==> src/hdl/hmn_pkg.sv <==
// shared types and constants of the height map normal generator
package hmn_pkg;

  localparam int HEIGHT_BITS = 16;
  localparam int DIFF_W      = HEIGHT_BITS + 1;
  localparam int MSQ_W       = 2 * HEIGHT_BITS;
  localparam int S_W         = 2 * HEIGHT_BITS + 2;
  localparam int QUO_W       = 31;
  localparam int SQ_W        = 32;
  localparam int Q_W         = 15;
  localparam int NRM_W       = Q_W + 1;
  localparam int ROW_W       = 16;
  localparam int GW_W        = 11;
  localparam int CFG_W       = 16;
  localparam int STEP_W      = 5;

  localparam logic [STEP_W-1:0] DIV_STEPS = 5'd30;
  localparam logic [STEP_W-1:0] SQ_STEPS  = 5'd16;
  localparam logic [SQ_W-1:0]   SQ_ONE_INIT = 32'h4000_0000;

  // 2.0 in Q8.8 is 512, squared
  localparam logic [MSQ_W-1:0] Y_SQ = 32'h0004_0000;

  localparam logic [GW_W-1:0]  GRID_WIDTH_RESET = 11'd256;
  localparam logic [ROW_W-1:0] GRID_DEPTH_RESET = 16'd256;

  localparam logic [0:0] REG_GRID_WIDTH = 1'b0;
  localparam logic [0:0] REG_GRID_DEPTH = 1'b1;

  localparam logic [1:0] RD_LEFT  = 2'd0;
  localparam logic [1:0] RD_SELF  = 2'd1;
  localparam logic [1:0] RD_RIGHT = 2'd2;

  localparam logic [1:0] JOB_UPPER_MID = 2'd0;
  localparam logic [1:0] JOB_LOWER_MID = 2'd1;
  localparam logic [1:0] JOB_UPPER_END = 2'd2;
  localparam logic [1:0] JOB_LOWER_END = 2'd3;

  localparam logic [1:0] COMP_X = 2'd0;
  localparam logic [1:0] COMP_Y = 2'd1;
  localparam logic [1:0] COMP_Z = 2'd2;

  typedef struct packed {
    logic       latch_in;
    logic       rd_en;
    logic [1:0] rd_phase;
    logic       load_job;
    logic [1:0] job;
    logic       sq_x;
    logic       sq_z;
    logic       sum;
    logic       norm_start;
    logic [1:0] comp;
    logic       norm_capture;
    logic       wr_prev;
    logic       wr_last;
  } cmd_t;

  typedef struct packed {
    logic [3:0] job_en;
    logic       norm_done;
  } stat_t;

endpackage

==> src/hdl/hmn_ctrl.sv <==
// controller: sequences reads, up to four normals, row store writes per input word
module hmn_ctrl (
  input  logic           clk,
  input  logic           rst,
  input  logic           in_valid,
  output logic           in_ready,
  output logic           out_valid,
  input  logic           out_ready,
  input  hmn_pkg::stat_t status,
  output hmn_pkg::cmd_t  cmd
);
  import hmn_pkg::*;

  typedef enum logic [13:0] {
    S_IDLE   = 14'h0001,
    S_RD0    = 14'h0002,
    S_RD1    = 14'h0004,
    S_RD2    = 14'h0008,
    S_RDW    = 14'h0010,
    S_JOB    = 14'h0020,
    S_SQX    = 14'h0040,
    S_SQZ    = 14'h0080,
    S_SUM    = 14'h0100,
    S_NSTART = 14'h0200,
    S_NWAIT  = 14'h0400,
    S_EMIT   = 14'h0800,
    S_WR0    = 14'h1000,
    S_WR1    = 14'h2000
  } state_t;

  state_t     state;
  logic [1:0] job;
  logic [1:0] comp;

  always_ff @(posedge clk) begin
    if (rst) begin
      state <= S_IDLE;
      job   <= JOB_UPPER_MID;
      comp  <= COMP_X;
    end else begin
      unique case (state)
        S_IDLE: begin
          if (in_valid) begin
            state <= S_RD0;
            job   <= JOB_UPPER_MID;
          end
        end
        S_RD0: state <= S_RD1;
        S_RD1: state <= S_RD2;
        S_RD2: state <= S_RDW;
        S_RDW: state <= S_JOB;
        S_JOB: begin
          if (status.job_en[job]) begin
            state <= S_SQX;
            comp  <= COMP_X;
          end else if (job == JOB_LOWER_END) begin
            state <= S_WR0;
          end else begin
            job <= job + 2'd1;
          end
        end
        S_SQX: state <= S_SQZ;
        S_SQZ: state <= S_SUM;
        S_SUM: state <= S_NSTART;
        S_NSTART: state <= S_NWAIT;
        S_NWAIT: begin
          if (status.norm_done) begin
            if (comp == COMP_Z) begin
              state <= S_EMIT;
            end else begin
              comp  <= comp + 2'd1;
              state <= S_NSTART;
            end
          end
        end
        S_EMIT: begin
          if (out_ready) begin
            if (job == JOB_LOWER_END) begin
              state <= S_WR0;
            end else begin
              job   <= job + 2'd1;
              state <= S_JOB;
            end
          end
        end
        S_WR0: state <= S_WR1;
        S_WR1: state <= S_IDLE;
        default: state <= S_IDLE;
      endcase
    end
  end

  always_comb begin
    in_ready         = state == S_IDLE;
    out_valid        = state == S_EMIT;
    cmd.latch_in     = (state == S_IDLE) && in_valid;
    cmd.rd_en        = (state == S_RD0) || (state == S_RD1) || (state == S_RD2);
    cmd.rd_phase     = (state == S_RD0) ? RD_LEFT : ((state == S_RD1) ? RD_SELF : RD_RIGHT);
    cmd.load_job     = (state == S_JOB) && status.job_en[job];
    cmd.job          = job;
    cmd.sq_x         = state == S_SQX;
    cmd.sq_z         = state == S_SQZ;
    cmd.sum          = state == S_SUM;
    cmd.norm_start   = state == S_NSTART;
    cmd.comp         = comp;
    cmd.norm_capture = (state == S_NWAIT) && status.norm_done;
    cmd.wr_prev      = state == S_WR0;
    cmd.wr_last      = state == S_WR1;
  end

endmodule

==> config.mk <==
export PLATFORM = sky130hd
export DESIGN_NAME = hmn_ctrl
export DESIGN_NICKNAME = d
export VERILOG_FILES = /design/src/hdl/hmn_pkg.sv /design/src/hdl/hmn_ctrl.sv
export SDC_FILE = /design/constraint.sdc
export NUM_CORES = 1
export LEC_CHECK = 0
export ABC_AREA = 1
export BUFFER_PORTS_ARGS = -buffer_cell sky130_fd_sc_hd__buf_2
export CAP_MARGIN = 10
export CELL_PAD_IN_SITES_DETAIL_PLACEMENT = 1
export CELL_PAD_IN_SITES_GLOBAL_PLACEMENT = 1
export CORE_MARGIN = 5
export CORE_UTILIZATION = 40
export CTS_BUF_LIST = sky130_fd_sc_hd__clkbuf_16
export CTS_CLUSTER_DIAMETER = 80
export DETAILED_ROUTE_END_ITERATION = 7
export MAX_ROUTING_LAYER = met4
export PLACE_DENSITY = 0.81
export SLEW_MARGIN = 30
export SYNTH_ARGS = -nofsm -noshare
export SYNTH_HDL_FRONTEND = slang
export SYNTH_SLANG_ARGS = --single-unit
==> constraint.sdc <==
create_clock -name clk -period 4.5 [get_ports clk]
set_clock_uncertainty 0.05 [all_clocks]
set_input_delay 0.45 -clock clk [delete_from_list [all_inputs] [get_ports clk]]
set_output_delay 0.45 -clock clk [all_outputs]
set_load 0.02 [all_outputs]
Yosys cells after proc, flatten, opt, wreduce, memory -nomap -nowiden
Cells that the tools add are included.
{ "word_totals": {"input_bits": 9, "register_bits": 18, "wordCells": 60, "output_inout_bits": 18} }
{ "classes": {"n_reduce_logical": 10, "magnitude_cmp": 1, "eq_ne": 23, "add_sub_neg": 2, "mux": 21} }
{ "ops": {"columns": ["cell", "n"], "rows": [
  ["$pmux W14 S13", 1],
  ["$mux W14", 5],
  ["$mux W2", 9],
  ["$eq A14 B1 Y1 const B", 1],
  ["$eq A14 B10 Y1 const B", 1],
  ["$eq A14 B11 Y1 const B", 1],
  ["$eq A14 B12 Y1 const B", 1],
  ["$eq A14 B13 Y1 const B", 1],
  ["$eq A14 B14 Y1 const B", 1],
  ["$eq A14 B2 Y1 const B", 1],
  ["$eq A14 B3 Y1 const B", 1],
  ["$eq A14 B4 Y1 const B", 1],
  ["$eq A14 B5 Y1 const B", 1],
  ["$eq A14 B6 Y1 const B", 1],
  ["$eq A14 B7 Y1 const B", 1],
  ["$eq A14 B8 Y1 const B", 1],
  ["$eq A14 B9 Y1 const B", 1],
  ["$mux W13", 1],
  ["$mux W12", 1],
  ["$reduce_and A4 Y1", 3],
  ["$ne A2 B2 Y1 const B", 4],
  ["$pmux W2 S3", 1],
  ["$add A2 B1 Y2 const B", 2],
  ["$eq A2 B2 Y1 const B", 2],
  ["other kinds (10)", 14]
]} }

Longest topological paths before layout
Gate-level depths: netlist of run 1.
{ "depth": {"depth_word": 4, "ltp_mapped": 11, "depth_no_buf": 11} }

Worst setup path after synthesis of run 1
No wires, ideal clock.
{ "synth_timing": {"path_kind": "reg-to-output", "from": "reg state[10]", "to": "out cmd[13] (netlist bit)", "n_path_buf": 0, "required_ns": 4.000, "arrival_time_ns": 1.373, "stages_incl_launch_ff": 7, "setup_slack_ns": 2.627, "cell_sequence": "dfxtp_1 -> nor2_2 -> nand2_4 -> nor2_8 -> nand2_1 -> nor4_4 -> nor2_1"} }
{ "synth_rtl": {"columns": ["item", "line_no", "text"], "rows": [
  ["from (decl)", "hmn_ctrl.sv:31", "state_t state;"],
  ["from (signal assigned)", "hmn_ctrl.sv:37", "state <= S_IDLE;"],
  ["from (signal assigned)", "hmn_ctrl.sv:44", "state <= S_RD0;"],
  ["from (signal assigned)", "hmn_ctrl.sv:48", "S_RD0: state <= S_RD1;"],
  ["to (decl)", "hmn_ctrl.sv:10", "output hmn_pkg::cmd_t cmd"]
]} }

==> results of run 1 <==
cell type report:
| cell class | count | share of cell area, % |
|---|---|---|
| well taps | 46 | 3.62 |
| multi-input cells | 141 | 48.9 |
| repair buffers | 26 | 8.18 |
| clock inverters | 1 | 0.236 |
| flip-flops and latches | 18 | 22.7 |
| inverters | 49 | 11.7 |
| clock buffers | 3 | 4.72 |
flip-flops by register name, summed over array words and instances (netlist names):
register and cells:
comp 2, job 2, state 14
critical path: stages (launching register included):
cell     delay [ns]
dfxtp_1        0.34
nor2_2         0.20
inv_2          0.10
nor2_8         0.16
nand2_1        0.14
nor4_2         0.21
nor2_1         0.06
buf_2          0.16
metal layers:
| layer | up-vias | share of wire [%] | wire [um] |
|---|---|---|---|
| met4 | 0 | 2.0 | 70 |
| met3 | 5 | 1.9 | 68 |
| met2 | 20 | 47 | 1690 |
| li1 | 708 | - | - |
| met1 | 598 | 49 | 1730 |
| met5 | - | 0 | 0 |
synth_stat cells:
cell type | n | area [um2]
nor2_2 | 8 | 50.1
dfxtp_1 | 18 | 360
inv_2 | 16 | 60.1
nand2_4 | 2 | 22.5
nand3_2 | 2 | 20.0
o21ai_2 | 1 | 8.76
nor2_8 | 2 | 40.0
inv_1 | 31 | 116
nand3b_1 | 2 | 15.0
nand2_1 | 42 | 158
nand2_2 | 4 | 25.0
nand4_1 | 7 | 43.8
o31ai_1 | 1 | 7.51
clkbuf_1 | 1 | 3.75
ha_1 | 2 | 25.0
nand3_1 | 20 | 100
nor2_1 | 27 | 101
nor4_4 | 1 | 21.3
a21oi_1 | 1 | 5.00
nor4_2 | 3 | 37.5
o2111ai_1 | 1 | 8.76
o21ai_0 | 3 | 15.0
nor2_4 | 2 | 22.5
clkinv_1 | 1 | 3.75
inv_4 | 1 | 6.26
o21ai_1 | 2 | 10.0
nor3_1 | 8 | 40.0
through the flow:
stage / area (um2) / hold slack (ns) / util [%] / total power (W)
after floorplan: 1330 / 0.469 / - / 0.000578
after global placement: 1510 / 0.439 / 46.0 / 0.000680
after detailed placement: 1510 / 0.445 / 46.0 / 0.000688
after CTS: 1590 / 0.310 / 48.4 / 0.000877
after global routing: 1590 / 0.320 / 48.4 / 0.000951
final: 1590 / 0.311 / 48.4 / 0.000867
logic make-up (layout without fill, tap and decap cells):
kind of cell,count (synthesis),in the layout
flops,18,18
compound gates,9,9
fa+ha+maj,2,2
buf+inv,50,79
simple gates,130,130
power by group through the flow:
stage	registers [W]	clock network [W]	logic [W]
after floorplan	0.000214	0	0.000364
after global placement	0.000211	0	0.000469
after detailed placement	0.000212	0	0.000476
after CTS	0.000209	0.000188	0.000480
after global routing	0.000213	0.000194	0.000543
final	0.000208	0.000185	0.000474
worst min-delay path by stage:
stage            start       to  slack [ns]
2_1_floorplan      rst  comp[1]        0.47
4_1_cts            rst  comp[1]        0.31
3_5_place_dp   comp[1]  comp[1]        0.45
5_1_grt            rst  comp[1]        0.32
3_3_place_gp   comp[1]  comp[1]        0.44
6_report           rst  comp[1]        0.31
==> impl_metrics.ini, run 1 <==
[floorplan]
ios = 27
die_y_um = 67.6
core_um2 = 3280
die_area_um2 = 4570
initial_core_util_pct = 40.4
die_x_um = 67.6
placementRows = 21

[power]
combPwrFrac_pct = 54.7
p_clk_share_pct = 21.3
p_int_w = 0.000447
switchingPower_w = 0.000420
power_switching_share_pct = 48.4
power_density_nw_per_um2 = 545
p_leak_nw = 0.887
seqPwrFrac_pct = 24.0
peakVddDrop_uv = 338

[sta]
max_slew_margin_pct = 62.8
fmax_ghz = 0.472
setup_ws_ns = 2.38
rsz0062_at_grt = false
slew_viol_final = 0
setup_viol_count_final = 0
tns_ns = 0
fin_crit_ns = 2.12
hold_viol = 0
finalCritPeriodShare_pct = 47.0
tightest_slew_ns = 0.554

[critical_path]
r2r-start = state[7]
cp-startpoint = state[13]
crit_end = cmd[13]
rrSetupSlack_ns = 2.82
required_ns = 4.00
worst-setup-path-type = reg2out
worstPathMaxFanout = 7
worstReg2RegEnd = state[8]
endpoint_kind = output pin
startpoint_type = flop
reg2regPathDepth = 10
cp_data_arrival_time_ns = 1.62

[final_layout]
final_nets = 250
layout.area.seq_um2 = 360
drive_gt1_share_pct = 29.8
diodes = 0
num-fill-cells = 466
stdcell_count = 284
final_common_cell = nand2_1
area_growth_pct = 19.8
layout_common_cells = 42 x nand2_1, 31 x inv_1, 27 x nor2_1
multi_input_area_um2 = 777

[drt]
via_per_inst = 4.69
wl_um = 3550
detail_route.iter0.violations = 38
vias = 1331
avgRoutedWirePerCell_um = 12.5
drt-pass1-iter-count = 4
drtAntennaViolNets = 0
drc_errors = 0

[logic_synthesis]
yosysSeqAreaShare_pct = 27.1
synthAdderAreaFrac_pct = 1.89
yosys.area_share.simple_pct = 52.5
synth_seq_cells = 18
synth_compound_area_share_pct = 4.15
syn-num-nets = 220
yosys_warnings = 0
netlist_instances = 209
ys_types = 27
syn_avg_cell_area_um2 = 6.35
synth_xor_area_share_pct = 0
synth_top_family_by_area = simple AND/OR/NAND/NOR gates
synth_mux_area_share_pct = 0
syn_area_um2 = 1330

[global_routing]
antenna_found_initial = 0
grtUsageTotal_pct = 18.6
grt_pass1_vias = 1364
met3_usage_pct = 2.00
use_met1_pct = 22.5
grt_overflow = 0
grt_pass1_wl_um = 6220
grt_max_degree = 18
busiest_layer = met2
use_met2_pct = 31.1

[placement]
dp_hpwl_um = 2790
port_buffers = 26
post-place-ws_ns = 2.65
gp_congestion = 0.791
placed_cells = 280

[run]
maxCapViolations = 0

[cts]
clock_latency_ns = 0.25
cts_hold_buffers = 0
h-tree-depth = 1
cts_made_buffers = 3
clkTransAtPathRegs_ns = 0.05
cts_resized = 0
cts_tree = built
clock_path_buffers = 2
cts_root_buf = clkbuf_16
cts.sinks = 18
cts_setup_buffers = 0

[outcome]
status = finished, final reports clean

[hold_path]
hold_path_class = in2reg
min_path_cells = 2
No activity file was read; power rests on OpenSTA's default activity.
==> inputs of run 2 (changes only) <==
- CORE_UTILIZATION: 40 -> 37
- PLACE_DENSITY: 0.81 -> 0.76
- clock period: 4.5 -> 2 ns (I/O delays scaled with it)
==> run 2 against run 1 <==
Effect of this change:
- clock-buffer cell count stayed put
- register-to-register slack worse by 2.5 ns
- sequential power is 130% higher
==> impl_metrics.ini, run 2 (synthesis results as in run 1) <==
[final_layout]
stdcell_count = 289
largest_reg_flops = 14
top_regs = state: 14 flops, comp: 2 flops, job: 2 flops
fin_area_um2 = 1670
drive_gt1_share_pct = 32.9
final_common_cell = nand2_1
diodes = 0
final_nets = 255
top_register = state
area_growth_pct = 26.1
layout_common_cells = 41 x nand2_1, 31 x inv_1, 27 x nor2_1

[floorplan]
die_x_um = 69.9
die_y_um = 69.9
die_area_um2 = 4890
initial_core_util_pct = 38.9
placementRows = 21
ios = 27
core_um2 = 3420

[sta]
hold-worst-slack_ns = 0.0651
setup_viol_count_final = 0
hold_viol = 0
fmax_ghz = 0.530
max_slew_margin_pct = 77.5
rsz0062_at_grt = true
setup_ws_ns = 0.113
fin_crit_ns = 1.89
tightest_slew_ns = 0.335
slew_viol_final = 0
finalCritPeriodShare_pct = 94.3

[global_routing]
grt_pass1_wl_um = 6280
grt_max_degree = 11
antenna_found_initial = 0
grt_pass1_vias = 1373
grtUsageTotal_pct = 16.0
grt_overflow = 0

[power]
power_density_nw_per_um2 = 1250
peakVddDrop_uv = 877
p_leak_nw = 0.919

[drt]
detail_route.iter0.violations = 33
drtAntennaViolNets = 0
drc_errors = 0
wl_um = 3640
vias = 1355
avgRoutedWirePerCell_um = 12.6
via_per_inst = 4.69
drt-pass1-iter-count = 4

[critical_path]
reg2regPathDepth = 11
rrSetupSlack_ns = 0.28
endpoint_kind = output pin
r2r-start = state[8]
worstPathMaxFanout = 5
startpoint_type = flop
worstReg2RegEnd = state[4]
cp_data_arrival_time_ns = 1.64
worst-setup-path-type = reg2out
required_ns = 1.75

[hold_path]
hold_path_class = in2reg
hold_end = comp[1]
hold_start = rst
min_path_cells = 2

[placement]
dp_hpwl_um = 2940
placed_cells = 281
post-place-ws_ns = 0.330
postPlaceCellArea_um2 = 1520
gp_congestion = 0.833
port_buffers = 26

[outcome]
status = finished, final reports clean

[cts]
cts_root_buf = clkbuf_16
cts_hold_buffers = 0
cts_tree = built
clkTransAtPathRegs_ns = 0.06
cts.sinks = 18
cts_made_buffers = 3
h-tree-depth = 1
clock_path_buffers = 2
clock_latency_ns = 0.25

[run]
maxCapViolations = 0
==> run 2: critical path, cell delays in order (launching register included) <==
cell and delay (ns):
dfxtp_4 0.37, nor2_4 0.14, nand2_4 0.10, nor2_8 0.14
nand2_4 0.08, nor4_4 0.32, nor2_1 0.07, buf_4 0.16
==> run 2: metrics by stage <==
step                      power, W  setup TNS [ns]  util, %
after floorplan            0.00130               0        -
after global placement     0.00154               0     44.5
after detailed placement   0.00156               0     44.5
after CTS                  0.00199               0     46.8
after global routing       0.00225         -0.0149     49.0
final                      0.00209               0     49.0
==> run 2: cell type report <==
cell class                 instances  area [um2]
clock inverter                     1        3.75
tap                               46        57.6
timing repair buffer              31         170
fill                             483        1740
multi-input combinational        141         812
sequential                        18         367
clock buffer                       3        75.1
inverter                          49         189
==> run 2: how the worst max path moves through the flow <==
stage,from,endpoint,slack [ns]
2_1_floorplan,state[10],cmd[13],0.38
3_3_place_gp,state[10],cmd[13],0.32
3_5_place_dp,state[8],cmd[13],0.33
4_1_cts,state[8],cmd[13],0.05
5_1_grt,state[8],cmd[13],-0.01
6_report,state[8],cmd[13],0.11
==> run 2: what timing repair did <==
action / 4_1_cts / 5_1_grt
endpoints found under the setup margin: 0 / 3
resized for setup: 0 / 12
buffers inserted: 0 / 4
==> run 2: where the power goes <==
group / internal, W / leakage, nW / switching, W
Combinational: 0.000398 / 0.733 / 0.000801
Clock: 0.000266 / 0.0385 / 0.000146
Sequential: 0.000416 / 0.148 / 0.0000610
Total: 0.00108 / 0.919 / 0.00101
==> run 2: layer usage <==
layer	vias to the layer above	global-route usage [%]	wire length (um)
li1	717	-	-
met1	618	19.7	1660
met2	18	27.3	1830
met3	2	3.30	114
met4	0	3.19	29
met5	-	-	0
